$ cat src/rtl/utf8_stream_validator_top_macros.svh
// Assertion macros shared by the UTF-8 stream validator RTL.
`ifndef UTF8_STREAM_VALIDATOR_TOP_MACROS_SVH
`define UTF8_STREAM_VALIDATOR_TOP_MACROS_SVH

`ifndef SYNTHESIS

// Same-cycle implication, checked at every rising edge outside reset.
`define UTF8SV_ASSERT_IMP(lbl, ck, rs, ante, cons) \
  lbl: assert property (@(posedge ck) disable iff (rs) (ante) |-> (cons)) \
    else $error("utf8 validator: same-cycle check failed");

// Next-cycle implication.
`define UTF8SV_ASSERT_NXT(lbl, ck, rs, ante, cons) \
  lbl: assert property (@(posedge ck) disable iff (rs) (ante) |=> (cons)) \
    else $error("utf8 validator: next-cycle check failed");

`else

`define UTF8SV_ASSERT_IMP(lbl, ck, rs, ante, cons)
`define UTF8SV_ASSERT_NXT(lbl, ck, rs, ante, cons)

`endif

`endif

$ cat src/rtl/utf8sv_pkg.sv
// Types, constants and decode functions for the UTF-8 stream validator.
package utf8sv_pkg;

  localparam logic [7:0] CONT_PREFIX_MASK = 8'hC0;
  localparam logic [7:0] CONT_PREFIX      = 8'h80;
  localparam logic [7:0] TWO_BYTE_PAYLOAD = 8'h1E;

  // Input register contents.
  typedef struct packed {
    logic       valid;
    logic [7:0] data_byte;
    logic       byte_present;
    logic       end_of_string;
  } stage_t;

  // Verdict handed from the checker to the result register.
  typedef struct packed {
    logic load;
    logic is_valid;
  } verdict_t;

  // Leading ones of a byte, 0..8.
  function automatic logic [3:0] lead_ones(input logic [7:0] b);
    logic [3:0] n;
    case (b) inside
      8'b0???????: n = 4'd0;
      8'b10??????: n = 4'd1;
      8'b110?????: n = 4'd2;
      8'b1110????: n = 4'd3;
      8'b11110???: n = 4'd4;
      8'b111110??: n = 4'd5;
      8'b1111110?: n = 4'd6;
      8'b11111110: n = 4'd7;
      default:     n = 4'd8;
    endcase
    return n;
  endfunction

  // High payload bits the first continuation byte must carry when the
  // lead payload is all zero.
  function automatic logic [7:0] first_cont_mask(input logic [2:0] len);
    logic [7:0] m;
    case (len)
      3'd3:    m = 8'h20;
      3'd4:    m = 8'h30;
      3'd5:    m = 8'h38;
      3'd6:    m = 8'h3C;
      default: m = 8'h00;
    endcase
    return m;
  endfunction

endpackage

$ cat src/rtl/utf8sv_in_reg.sv
// Input register stage of the UTF-8 stream validator.
module utf8sv_in_reg (
  input  logic               clk,
  input  logic               rst,
  input  logic               in_valid,
  input  logic [7:0]         data_byte,
  input  logic               byte_present,
  input  logic               end_of_string,
  input  logic               advance,
  output logic               in_stall,
  output utf8sv_pkg::stage_t stage
);
  import utf8sv_pkg::*;

  logic load;

  assign in_stall = stage.valid && !advance;
  assign load     = in_valid && !in_stall;

  always_ff @(posedge clk) begin
    if (rst) begin
      stage.valid <= 1'b0;
    end else if (!in_stall) begin
      stage.valid <= in_valid;
    end
    if (load) begin
      stage.data_byte     <= data_byte;
      stage.byte_present  <= byte_present;
      stage.end_of_string <= end_of_string;
    end
  end

endmodule

$ cat src/rtl/utf8sv_check.sv
// Per-byte UTF-8 sequence checker with string state.
`include "utf8_stream_validator_top_macros.svh"

module utf8sv_check (
  input  logic                 clk,
  input  logic                 rst,
  input  utf8sv_pkg::stage_t   stage,
  input  logic                 advance,
  output utf8sv_pkg::verdict_t verdict
);
  import utf8sv_pkg::*;

  logic [2:0] bytes_pending, bytes_pending_next;
  logic [2:0] sequence_length, sequence_length_next;
  logic       range_check_due, range_check_due_next;
  logic       failed, failed_next;

  always_comb begin
    logic [3:0] ones;
    logic [2:0] pend_a;
    logic [2:0] len_a;
    logic       rcd_a;
    logic       fail_a;
    ones   = lead_ones(stage.data_byte);
    pend_a = bytes_pending;
    len_a  = sequence_length;
    rcd_a  = range_check_due;
    fail_a = failed;
    if (stage.byte_present && !failed) begin
      if (bytes_pending != 3'd0) begin
        if ((stage.data_byte & CONT_PREFIX_MASK) != CONT_PREFIX) begin
          fail_a = 1'b1;
        end else if (range_check_due &&
                     (stage.data_byte & first_cont_mask(sequence_length)) == 8'h00) begin
          rcd_a  = 1'b0;
          fail_a = 1'b1;
        end else begin
          rcd_a  = 1'b0;
          pend_a = bytes_pending - 3'd1;
          if (bytes_pending == 3'd1) begin
            len_a = 3'd0;
          end
        end
      end else begin
        rcd_a = 1'b0;
        case (ones) inside
          4'd0: begin
          end
          4'd2: begin
            if ((stage.data_byte & TWO_BYTE_PAYLOAD) == 8'h00) begin
              fail_a = 1'b1;
            end else begin
              len_a  = 3'd2;
              pend_a = 3'd1;
            end
          end
          [4'd3:4'd6]: begin
            rcd_a  = (stage.data_byte & (8'hFF >> ones)) == 8'h00;
            len_a  = ones[2:0];
            pend_a = ones[2:0] - 3'd1;
          end
          default: begin
            fail_a = 1'b1;
          end
        endcase
      end
    end

    verdict.load     = advance && stage.end_of_string;
    verdict.is_valid = !fail_a && (pend_a == 3'd0);

    bytes_pending_next   = bytes_pending;
    sequence_length_next = sequence_length;
    range_check_due_next = range_check_due;
    failed_next          = failed;
    if (advance) begin
      if (stage.end_of_string) begin
        // Close the string: clear everything.
        bytes_pending_next   = 3'd0;
        sequence_length_next = 3'd0;
        range_check_due_next = 1'b0;
        failed_next          = 1'b0;
      end else begin
        bytes_pending_next   = pend_a;
        sequence_length_next = len_a;
        range_check_due_next = rcd_a;
        failed_next          = fail_a;
      end
    end
  end

  always_ff @(posedge clk) begin
    if (rst) begin
      bytes_pending   <= 3'd0;
      sequence_length <= 3'd0;
      range_check_due <= 1'b0;
      failed          <= 1'b0;
    end else begin
      bytes_pending   <= bytes_pending_next;
      sequence_length <= sequence_length_next;
      range_check_due <= range_check_due_next;
      failed          <= failed_next;
    end
  end

  `UTF8SV_ASSERT_IMP(a_idle_no_len, clk, rst, bytes_pending == 3'd0, sequence_length == 3'd0)
  `UTF8SV_ASSERT_IMP(a_pend_below_len, clk, rst, bytes_pending != 3'd0, bytes_pending < sequence_length)
  `UTF8SV_ASSERT_IMP(a_rcd_long_only, clk, rst, range_check_due, sequence_length >= 3'd3)
  `UTF8SV_ASSERT_NXT(a_eos_clears, clk, rst, verdict.load, !failed && bytes_pending == 3'd0)

endmodule

$ cat src/rtl/utf8sv_out_reg.sv
// Result register of the UTF-8 stream validator.
module utf8sv_out_reg (
  input  logic                 clk,
  input  logic                 rst,
  input  utf8sv_pkg::verdict_t verdict,
  input  logic                 out_stall,
  output logic                 out_free,
  output logic                 out_valid,
  output logic                 is_valid
);
  import utf8sv_pkg::*;

  assign out_free = !out_valid || !out_stall;

  always_ff @(posedge clk) begin
    if (rst) begin
      out_valid <= 1'b0;
    end else if (out_free) begin
      out_valid <= verdict.load;
    end
    if (out_free && verdict.load) begin
      is_valid <= verdict.is_valid;
    end
  end

endmodule

$ cat src/rtl/utf8_stream_validator_top.sv
// Top level of the UTF-8 stream validator (six-byte form).
// Path: the input register holds the closing item until the result register
//   is free, and the result register then takes the verdict.
// Throughput: one item per cycle; a closing item whose verdict finds the result
//   register still full waits in the input register and stalls the input.
// Reset: synchronous rst clears both stage valids and the string state.
`include "utf8_stream_validator_top_macros.svh"

module utf8_stream_validator_top (
  input  logic       clk,
  input  logic       rst,
  input  logic       in_valid,
  output logic       in_stall,
  input  logic [7:0] data_byte,
  input  logic       byte_present,
  input  logic       end_of_string,
  output logic       out_valid,
  input  logic       out_stall,
  output logic       is_valid,
  output logic       verdict_last
);
  import utf8sv_pkg::*;

  stage_t   stage;
  verdict_t verdict;
  logic     out_free;
  logic     advance;

  // Advance the registered item: bytes that close nothing always move on,
  // a closing item waits until the result register can take its verdict.
  assign advance = stage.valid && (!stage.end_of_string || out_free);

  // Every result is the single verdict of its string.
  assign verdict_last = 1'b1;

  // Hold the incoming item in front of the checker.
  utf8sv_in_reg u_in_reg (
    .clk           (clk),
    .rst           (rst),
    .in_valid      (in_valid),
    .data_byte     (data_byte),
    .byte_present  (byte_present),
    .end_of_string (end_of_string),
    .advance       (advance),
    .in_stall      (in_stall),
    .stage         (stage)
  );

  // Decode lead or continuation byte, update the sticky string state.
  utf8sv_check u_check (
    .clk     (clk),
    .rst     (rst),
    .stage   (stage),
    .advance (advance),
    .verdict (verdict)
  );

  // Park the verdict until downstream drops its stall.
  utf8sv_out_reg u_out_reg (
    .clk       (clk),
    .rst       (rst),
    .verdict   (verdict),
    .out_stall (out_stall),
    .out_free  (out_free),
    .out_valid (out_valid),
    .is_valid  (is_valid)
  );

  `UTF8SV_ASSERT_NXT(a_close_gives_verdict, clk, rst, advance && stage.end_of_string, out_valid)
  `UTF8SV_ASSERT_IMP(a_stall_needs_item, clk, rst, in_stall, stage.valid && stage.end_of_string)

endmodule
$ cat config.mk
export PLATFORM = sky130hd
export DESIGN_NAME = utf8_stream_validator_top
export DESIGN_NICKNAME = d
export VERILOG_FILES = /design/src/rtl/utf8sv_pkg.sv /design/src/rtl/utf8sv_in_reg.sv /design/src/rtl/utf8sv_check.sv /design/src/rtl/utf8sv_out_reg.sv /design/src/rtl/utf8_stream_validator_top.sv
export VERILOG_INCLUDE_DIRS = /design/src /design/src/rtl
export SDC_FILE = /design/constraint.sdc
export NUM_CORES = 1
export LEC_CHECK = 0
export ABC_AREA = 1
export BUFFER_PORTS_ARGS = -buffer_cell sky130_fd_sc_hd__buf_2
export CORE_MARGIN = 4
export CORE_UTILIZATION = 47
export CTS_CLUSTER_SIZE = 24
export DETAILED_ROUTE_END_ITERATION = 8
export PLACE_DENSITY = 0.67
export SYNTH_ARGS = -nofsm -noshare
export SYNTH_HDL_FRONTEND = slang
export SYNTH_SLANG_ARGS = --single-unit
$ cat constraint.sdc
create_clock -name clk -period 2.7 [get_ports clk]
set_input_delay 0.27 -clock clk [delete_from_list [all_inputs] [get_ports clk]]
set_output_delay 0.27 -clock clk [all_outputs]
set_load 0.005 [all_outputs]
### Word-level counts from Yosys, hierarchy flattened

Cells that the tools add are included.

| storage, ports and cells | value |
|---|---|
| flip-flop bits (word level) | 21 |
| input bits | 14 |
| output and inout bits | 4 |
| word-level logic and storage cells | 111 |

| cells by class | value |
|---|---|
| add/subtract/negate cells | 2 |
| order comparisons | 2 |
| equality and inequality tests | 19 |
| shift-type cells | 1 |
| muxes and demuxes | 47 |
| bitwise logic cells | 2 |
| reduce and logical (&&, ||, !) cells | 28 |

Operator list:

| operator | number |
|---|---|
| 3-bit two-way mux | 19 |
| 4-bit two-way mux | 8 |
| 8-bit logical NOT | 3 |
| 8-bit two-way mux | 3 |
| 6-bit case mux with 4 select lines | 1 |
| 8-bit bitwise AND | 2 |
| 1-bit two-way mux | 16 |
| 3-bit == test, second input constant | 4 |
| 1-bit logical AND | 9 |
| 3-bit != test, second input constant | 3 |
| 8-bit == test, second input constant | 1 |
| 8-bit AND reduction | 1 |
| 8-bit by 4-bit right shift with 8-bit output, first input constant | 1 |
| 7-bit == test, second input constant | 1 |
| 1-bit logical NOT | 7 |
| 6-bit == test, second input constant | 1 |
| 3-bit by 1-bit subtractor with 3-bit output, second input constant | 2 |
| 5-bit == test, second input constant | 1 |
| 4-bit by 2-bit == test with 1-bit output, second input constant | 1 |
| 4-bit == test, second input constant | 1 |
| 4-bit by 2-bit greater-or-equal comparator with 1-bit output, second input constant | 1 |
| 4-bit by 3-bit less-or-equal comparator with 1-bit output, second input constant | 1 |
| 4-bit logical NOT | 1 |
| 4-bit by 3-bit != test with 1-bit output, second input constant | 1 |
| 11 further kinds | 12 |

### Depth between registers and ports, before layout

Gate-level depths: netlist (run 1).

| logic depth | value |
|---|---|
| depth after elaboration | 18 |
| gate-level depth with buffers | 20 |
| mapped depth without buffers | 20 |

### By module

From an unflattened synthesis (run 1), not the netlist that was laid out.

| second synthesis, totals | value |
|---|---|
| cell total of the unflattened synthesis | 215 |
| area total of the unflattened synthesis | 1507.7 µm² |

By module, submodules not included:

| module | instances | cells each | area an instance (µm²) | sequential area each (µm²) |
|---|---|---|---|---|
| utf8sv_check | 1 | 187 | 1059.8 | 160.2 |
| utf8sv_in_reg | 1 | 17 | 346.6 | 320.3 |
| utf8sv_out_reg | 1 | 6 | 73.8 | 50.0 |
| utf8_stream_validator_top | 1 | 5 | 27.5 | 0.0 |

### Least setup slack after synthesis (run 1)

Ideal clock, no wire load.

| timing | value |
|---|---|
| path type | reg-to-reg |
| start | reg u_in_reg.stage[9] (netlist name) |
| end | reg u_out_reg.is_valid, data pin |
| setup time | 0.251 ns |
| arrival | 2.077 ns |
| required time | 2.449 ns |
| setup slack | 0.373 ns |
| stages on the path, launching flop included | 18 |
| buffers on the path | 0 |
| period minus slack after synthesis | 2.327 ns |
| cell sequence | edfxtp_1 > nand2_1 > nor2_1 > nand2_1 > nand2_1 > o21bai_1 > inv_1 > ha_1 > inv_1 > nor2_1 > nor2_1 > nand2_1 > a21oi_1 > nand2_1 > nand2_1 > nand2_1 > nand2_1 > nor2_1 |

RTL lines:

| what | line | RTL |
|---|---|---|
| to (signal assigned) | utf8sv_out_reg.sv:22 | `is_valid <= verdict.is_valid;` |
| to (decl) | utf8sv_out_reg.sv:9 | `output logic is_valid` |

==> results of run 1 <==
==> timing repair <==
| item | CTS | global route |
|---|---|---|
| buffers inserted | 0 | 7 |
| endpoints found under the setup margin | 0 | 4 |
| gates resized for setup | 0 | 1 |
| hold buffers | 0 | 0 |
==> flip-flops by register name, indices dropped and copies added (netlist names) <==
name / cells
u_check.bytes_pending: 3
u_check.failed: 1
u_check.range_check_due: 1
u_check.sequence_length: 3
u_in_reg.stage: 11
u_out_reg.is_valid: 1
u_out_reg.out_valid: 1
==> through the flow <==
stage / power (W) / TNS, ns / hold WS (ns)
6_report: 0.000657 / 0 / 0.137
5_1_grt: 0.000703 / -0.0106 / 0.126
4_1_cts: 0.000655 / 0 / 0.129
3_5_place_dp: 0.000508 / 0 / 0.448
3_3_place_gp: 0.000508 / 0 / 0.447
2_1_floorplan: 0.000471 / 0 / 0.369
==> power groups by stage <==
stage | registers [W] | clock network, W | logic (W)
detailed placement | 0.000372 | 0 | 0.000135
finish | 0.000365 | 0.000146 | 0.000145
global placement | 0.000372 | 0 | 0.000136
CTS | 0.000365 | 0.000154 | 0.000136
global route | 0.000367 | 0.000167 | 0.000169
floorplan | 0.000369 | 0 | 0.000102
==> cells by family (layout without fill, tap and decap cells) <==
| logic type | after synthesis | in the layout |
|---|---|---|
| AO/OA/AOI/OAI | 23 | 23 |
| adder cells (fa/ha/maj) | 8 | 8 |
| flip-flops | 21 | 21 |
| XOR/XNOR | 1 | 1 |
| other | 1 | 1 |
| buffers and inverters | 39 | 66 |
| AND/OR/NAND/NOR | 131 | 131 |
==> final timing paths <==
| check | startpoint | endpoint | slack (ns) | cells past startpoint |
|---|---|---|---|---|
| setup / recovery | u_in_reg.stage[6]$_DFFE_PP_ | u_out_reg.is_valid$_DFFE_PP_ | 0.18 | 17 |
| hold / removal | byte_present | u_in_reg.stage[1]$_DFFE_PP_ | 0.14 | 1 |
| setup reg to reg | u_in_reg.stage[6]$_DFFE_PP_ | u_out_reg.is_valid$_DFFE_PP_ | 0.18 | 17 |
| hold reg to reg | u_check.range_check_due$_SDFFE_PP0P_ | u_check.range_check_due$_SDFFE_PP0P_ | 0.48 | 2 |
==> critical path, cell delays in order (launching register included) <==
cell	delay, ns
edfxtp_1	0.49
nand2_2	0.15
nor2_4	0.06
buf_4	0.14
nand2_1	0.05
nand4_1	0.16
buf_4	0.20
ha_1	0.18
o21ai_0	0.09
nand4_2	0.18
nand2_4	0.13
nand2_2	0.06
nand2_1	0.05
nand2_1	0.05
a21oi_1	0.12
nor2_1	0.07
nand2_1	0.06
nor2_1	0.04
==> routing by layer <==
layer	wire length (microns)	part of all wire, %	up-vias
li1	-	-	758
met4	50	1.6	0
met2	1370	44	38
met1	1490	48	605
met3	189	6.1	7
met5	0	0	-
==> cells in the final DEF, fill, tap and decap left out, types with 5 or more instances in the layout <==
cell type,n
a21oi_1,12
dfxtp_1,10
nor2_1,28
nand2_2,5
o21ai_0,7
buf_2,16
buf_4,10
ha_1,8
edfxtp_1,11
nand2_1,68
inv_1,36
nand3_1,16
==> layout make-up <==
type / count / area (sq um)
Sequential cell: 21 / 531
Clock buffer: 4 / 26.3
Tap cell: 44 / 55.1
Fill cell: 297 / 1320
Inverter: 36 / 135
Multi-Input combinational cell: 164 / 832
Timing Repair Buffer: 26 / 155
==> results.toml, run 1 <==
[power_and_ir_drop]
swShare_pct = 28.9
ir_drop_uv = 272
power_density_nw_per_um2 = 379
netSwitchingPower_w = 0.000189
power_frac_seq_pct = 55.6
p_comb_share_pct = 22.1
power_leakage_nw = 0.890
internal_power_w = 0.000467
clock_power_share_pct = 22.3

[timing]
timing.final.crit_share_pct = 93.4
hold_violations = 0
drv_slew = 0
setup_slack_ns = 0.179
finalClockSkew_ns = 0.00797
worst_pin_slew_ns = 0.740
setup_viol = 0
slew_headroom_pct = 50.5
finalCriticalPeriod_ns = 2.52
fmax_ghz = 0.397

[logic_synthesis]
ys_seq_area_share_pct = 35.1
yosys_warnings = 0
yosysMostFrequentCell = "nand2_1"
synth_compound_area_share_pct = 8.28
synth-seq-cells = 21
synth_fp_nets = 246
synth.area.top_cells = "edfxtp_1 22%, nand2_1 17%, dfxtp_1 13%"
synthCells = 224
synth_mux_area_share_pct = 0
yosysTopAreaCellShare_pct = 21.9
synth_area_leader_cell = "edfxtp_1"
ys_types = 27
synth_edf_count = 11
synth-simple-area-share_pct = 39.2
synth_fa_ha_area_share_pct = 6.62
syn_area_sq_um = 1510
syn_area_per_cell_sq_um = 6.75
synth_top_family_by_area = "simple AND/OR/NAND/NOR gates"
synth-async-reset-ratio_pct = 0
synth_xor_area_share_pct = 0.579
synthTopCellsByCount = "68 x nand2_1, 36 x inv_1, 29 x nor2_1"
synth_ff_type = "edfxtp_1"

[drt]
ant_nets = 0
drc = 0
dr.pass1.iters = 4
dr.first_iter.drc_count = 59
vias = 1408
wl_per_cell_microns = 10.5
drt-total-wl_microns = 3100
viasPerCell = 4.77

[worst_setup_path]
cp.arrival_ns = 2.60
worstPathMaxFanout = 6
path_class = "flip-flop to flip-flop"
worstPathRequired_ns = 2.77
end_kind = "flip-flop"
cp-start-kind = "flip-flop"

[floorplan]
dieWidth_microns = 64.7
start_util_pct = 49.5
die_y_microns = 64.7
row_count = 20
io_pins = 18
core-area_sq_um = 3050
die_area_sq_um = 4190

[placed_design]
placed_area_sq_um = 1650
placed_cells = 284
pre_cts_slack_ns = 0.144
place_congestion = 0.929
io_buffers = 16
dpl.hpwl_microns = 2440

[clock_network]
clk_path_buf_depth = 2
cts-root-buf = "clkbuf_4"
cts_buffers = 3
cts_tree = "yes"
htreeDepth = 1
cts_sinks = 21
clock_latency_ns = 0.30
cts.reportedPaths.clkPinSlew_ns = 0.11

[global_route]
grt_antenna_before_repair = 0
grt_use_total_pct = 16.3
grt_pass1_vias = 1306
grt-busiest-layer = "met2"
grt_pass1_wl_microns = 5480
grtUsageMet2_pct = 25.3
grt_max_degree = 12
grt_use_met3_pct = 2.43
use_met1_pct = 23.0
gr-total-overflow = 0

[final_layout]
drive_gt1_share_pct = 16.3
antennaDiodeCount = 0
fin_area_sq_um = 1730
fin_cells = 295
area_growth_pct = 14.7
final_util_pct = 56.8
fin_nets = 274

[min_path]
min_path_type = "input pin to flip-flop"

[outcome]
status = "complete, no violations"

[flow_run]
max_cap_viol_count = 0
(Power assumes the default switching activity.)
==> inputs of run 2 (changes only) <==
- CORE_UTILIZATION: 47 -> 55
- HOLD_SLACK_MARGIN: default -> 0.1
- PLACE_DENSITY: 0.67 -> 0.76
==> results.toml, run 2 (synthesis gave the netlist of run 1 again) <==
[outcome]
status = "complete, no violations"

[final_layout]
largest_reg_flops = 11
fin_cells = 279
antennaDiodeCount = 0
final_util_pct = 66.8
fin_nets = 272
area_growth_pct = 12.4
drive_gt1_share_pct = 15.3
fin_area_sq_um = 1700
largest_register = "u_in_reg.stage"
final_common_cell = "nand2_1"
final_cell_mix = "68 x nand2_1, 36 x inv_1, 29 x nor2_1"
reg.largest.list = "u_in_reg.stage (11), u_check.bytes_pending (3), u_check.sequence_length (3)"

[global_route]
gr-total-overflow = 0
grt_use_total_pct = 19.8
grt_pass1_vias = 1249
grt_antenna_before_repair = 0
grt_max_degree = 12
grt_pass1_wl_microns = 5520

[floorplan]
start_util_pct = 59.4
die_y_microns = 60.4
io_pins = 18
row_count = 18
die_area_sq_um = 3650
core-area_sq_um = 2540
dieWidth_microns = 60.4

[clock_network]
cts.repair.resized = 0
cts-root-buf = "clkbuf_4"
cts_buffers = 3
cts_tree = "yes"
clock_latency_ns = 0.31
clk_path_buf_depth = 2
htreeDepth = 1
postCtsSetupBuffers = 0
cts_sinks = 21
cts_hold_buf = 0
cts.reportedPaths.clkPinSlew_ns = 0.11

[power_and_ir_drop]
power_frac_seq_pct = 55.8
power_leakage_nw = 0.880
power_density_nw_per_um2 = 385
swShare_pct = 28.8
ir_drop_uv = 424
netSwitchingPower_w = 0.000189
total_power_w = 0.000655
clock_power_share_pct = 22.3
p_comb_share_pct = 21.8
internal_power_w = 0.000466

[placed_design]
io_buffers = 16
place_congestion = 0.926
dpl.hpwl_microns = 2480
placed_area_sq_um = 1640
placed_cells = 270

[worst_setup_path]
path_common_cell = "nand2_1"
end_kind = "flip-flop"
slowest_stage = "edfxtp_1"
crit_path_start = "u_in_reg.stage[6]$_DFFE_PP_"
cp-start-kind = "flip-flop"
cp.arrival_ns = 2.55
cpLargestDelayFamily = "simple AND/OR/NAND/NOR gates"
path_buf_inv = 2
worstPathMaxFanout = 6
worstPathRequired_ns = 2.78
r2r-start = "u_in_reg.stage[6]$_DFFE_PP_"
slowest_delay_ns = 0.44
path_class = "flip-flop to flip-flop"
worstPathCellList = "nand2_2, nor2_4, nand3_4, nand4_1, inv_1, ha_1, inv_1, nor2_1, nor2_1, nand2_1, a21oi_1, nand2_1, nand2_1, nand2_1, nand2_1, nor2_1"

[drt]
dr.pass1.iters = 4
ant_nets = 0
vias = 1406
dr.first_iter.drc_count = 71
drc = 0
viasPerCell = 5.04
wl_per_cell_microns = 11.3
drt-total-wl_microns = 3140

[min_path]
hp-start = "byte_present"
min_path_type = "input pin to flip-flop"

[timing]
fmax_ghz = 0.405
setup_viol = 0
finalClockSkew_ns = 0.0103
slew_headroom_pct = 48.6
worst_pin_slew_ns = 0.768
finalCriticalPeriod_ns = 2.47
hold_violations = 0
drv_slew = 0
timing.final.crit_share_pct = 91.5

[flow_run]
max_cap_viol_count = 0
## run 2: cell count changes in the layout (fill, tap and decap cells not counted)
cell	change
buf_4	-2
nor2_2	-1
nor2_1	+1
## run 2: final cells by class
type,count,area [sq um]
Fill cell,232,846
Multi-Input combinational cell,164,830
Sequential cell,21,531
Timing Repair Buffer,24,140
Inverter,36,135
Tap cell,30,37.5
Clock buffer,4,26.3
## run 2: metal layers
layer	track usage [%]	part of all wire [%]	up-vias
li1	-	-	758
met2	27.8	42	50
met1	31.1	50	595
met3	1.91	7.3	3
met5	0	0	-
met4	7.74	0.99	0
## run 2: final timing paths
check                                                             to  slack, ns  cells past startpoint
worst min-delay path                     u_in_reg.stage[1]$_DFFE_PP_       0.13                      1
worst max-delay path                    u_out_reg.is_valid$_DFFE_PP_       0.23                     16
worst min register to register  u_check.range_check_due$_SDFFE_PP0P_       0.48                      2
worst max register to register          u_out_reg.is_valid$_DFFE_PP_       0.23                     16
## run 2: worst reg2reg max path, stage by stage, from the launching register on
cell	delay (ns)
edfxtp_1	0.44
nand2_2	0.11
nor2_4	0.20
nand3_4	0.13
nand4_1	0.20
inv_1	0.11
ha_1	0.20
inv_1	0.08
nor2_1	0.08
nor2_1	0.18
nand2_1	0.10
a21oi_1	0.12
nand2_1	0.08
nand2_1	0.08
nand2_1	0.05
nand2_1	0.06
nor2_1	0.03
## run 2: per-stage QoR
stage,worst slack (ns),setup TNS [ns],hold WS (ns)
floorplan,0.373,0,0.369
global placement,0.147,0,0.447
detailed placement,0.173,0,0.448
CTS,0.174,0,0.124
global route,-0.0270,-0.0270,0.121
finish,0.230,0,0.130
## run 2: power by group through the flow
| stage | combinational, W | sequential (W) | clock [W] |
|---|---|---|---|
| floorplan | 0.000102 | 0.000369 | 0 |
| global placement | 0.000134 | 0.000373 | 0 |
| detailed placement | 0.000134 | 0.000373 | 0 |
| CTS | 0.000135 | 0.000366 | 0.000150 |
| global route | 0.000165 | 0.000368 | 0.000164 |
| finish | 0.000143 | 0.000366 | 0.000146 |
==> inputs of run 3 (changes only) <==
- BUFFER_PORTS_ARGS: -buffer_cell sky130_fd_sc_hd__buf_2 -> default
- DONT_BUFFER_PORTS: default -> 1
- HOLD_SLACK_MARGIN: 0.1 -> default
- PLACE_DENSITY: 0.76 -> 0.7
==> results.toml, run 3 (synthesis gave the netlist of run 1 again) <==
[drt]
ant_nets = 0
dr.pass1.iters = 4
wl_per_cell_microns = 12.0
viasPerCell = 5.27
drt-total-wl_microns = 3160
dr.first_iter.drc_count = 121
drc = 0
vias = 1387

[global_route]
grt_max_degree = 13
grt_pass1_vias = 1229
grt_antenna_before_repair = 0
grt_use_total_pct = 19.1
grt_pass1_wl_microns = 5330
gr-total-overflow = 0

[outcome]
status = "complete, no violations"

[floorplan]
row_count = 18
core-area_sq_um = 2540
start_util_pct = 59.4
dieWidth_microns = 60.4
io_pins = 18
die_area_sq_um = 3650
die_y_microns = 60.4

[timing]
setup_viol = 0
hold_ws_ns = 0.0271
finalClockSkew_ns = 0.0152
finalCriticalPeriod_ns = 2.45
worst_pin_slew_ns = 0.739
hold_violations = 0
drv_slew = 0
timing.final.crit_share_pct = 90.6
slew_headroom_pct = 50.6
fmax_ghz = 0.409

[clock_network]
cts_buffers = 3
cts-root-buf = "clkbuf_4"
cts_tree = "yes"
cts_sinks = 21
htreeDepth = 1
clock_latency_ns = 0.31
cts.reportedPaths.clkPinSlew_ns = 0.12
clk_path_buf_depth = 2

[final_layout]
largest_reg_flops = 11
final_common_cell = "nand2_1"
final_util_pct = 64.1
drive_gt1_share_pct = 10.7
fin_nets = 256
reg.largest.list = "u_in_reg.stage (11), u_check.bytes_pending (3), u_check.sequence_length (3)"
fin_area_sq_um = 1630
final_cell_mix = "67 x nand2_1, 36 x inv_1, 27 x nor2_1"
area_growth_pct = 7.86
largest_register = "u_in_reg.stage"
antennaDiodeCount = 0

[placed_design]
place_congestion = 0.926
dpl.hpwl_microns = 2400
placed_area_sq_um = 1560
io_buffers = 0

[power_and_ir_drop]
power_density_nw_per_um2 = 399
clock_power_share_pct = 23.1
ir_drop_uv = 377
p_comb_share_pct = 20.6
power_frac_seq_pct = 56.3
netSwitchingPower_w = 0.000194
internal_power_w = 0.000457
power_leakage_nw = 0.815
swShare_pct = 29.8

[flow_run]
max_cap_viol_count = 0

[worst_setup_path]
worstPathMaxFanout = 6
cp.arrival_ns = 2.54
worstPathRequired_ns = 2.79
end_kind = "flip-flop"
cp-start-kind = "flip-flop"
path_class = "flip-flop to flip-flop"

[min_path]
min_path_type = "input pin to flip-flop"
run 3: power groups by stage:
| stage | sequential, W | clock [W] | combinational (W) |
|---|---|---|---|
| 2_1_floorplan | 0.000369 | 0 | 0.000102 |
| 4_1_cts | 0.000366 | 0.000153 | 0.000124 |
| 5_1_grt | 0.000369 | 0.000168 | 0.000157 |
| 3_5_place_dp | 0.000373 | 0 | 0.000123 |
| 6_report | 0.000366 | 0.000150 | 0.000134 |
| 3_3_place_gp | 0.000373 | 0 | 0.000122 |
run 3: timing repair:
item | in CTS | in global routing
setup endpoints to repair | 0 | 6
buffers inserted | 0 | 4
resized for setup | 0 | 3
hold buffers | 0 | 1
hold endpoints to repair | 0 | 7
run 3: path summary, 6_finish.rpt:
kind	from	end	slack, ns	depth (start not counted)
worst max-delay path	u_in_reg.stage[6]$_DFFE_PP_	u_out_reg.is_valid$_DFFE_PP_	0.25	17
worst min-delay path	rst	u_check.sequence_length[2]$_SDFFE_PP0P_	0.03	1
worst max register to register	u_in_reg.stage[6]$_DFFE_PP_	u_out_reg.is_valid$_DFFE_PP_	0.25	17
worst min register to register	u_check.range_check_due$_SDFFE_PP0P_	u_check.range_check_due$_SDFFE_PP0P_	0.49	2
run 3: final cells by class:
cell class | instances | area [sq um]
inverters | 36 | 135
repair buffers | 8 | 62.6
clock buffers | 3 | 22.5
multi-input cells | 164 | 837
well taps | 30 | 37.5
fillers | 231 | 915
clock inverters | 1 | 5.00
flip-flops and latches | 21 | 531
run 3: worst max-delay path: stages, from the launching register on:
cell      delay, ns
edfxtp_1       0.46
nand2_2        0.12
nor2_4         0.19
nand3_4        0.14
nand2_1        0.09
o21bai_1       0.07
buf_4          0.16
ha_1           0.20
inv_1          0.06
nor2_1         0.05
nor2_2         0.14
nand2_1        0.09
a21oi_1        0.13
nand2_1        0.08
nand2_1        0.09
nand2_1        0.06
nand2_1        0.06
nor2_1         0.03
run 3: layer usage:
layer / vias up / GRT usage, % / part of all wire [%]
met1: 616 / 27.8 / 50
li1: 726 / - / -
met4: 0 / 6.50 / 1.5
met2: 38 / 28.9 / 44
met5: - / 0 / 0
met3: 7 / 2.98 / 4.4
run 3: stage by stage:
step / setup slack, ns / setup TNS (ns) / cells / total power (W)
after floorplan: 0.373 / 0 / 224 / 0.000471
after global placement: 0.130 / 0 / 254 / 0.000495
after detailed placement: 0.101 / 0 / 254 / 0.000496
after CTS: 0.101 / 0 / 258 / 0.000643
after global routing: -0.00949 / -0.0172 / 263 / 0.000694
final: 0.253 / 0 / 263 / 0.000651
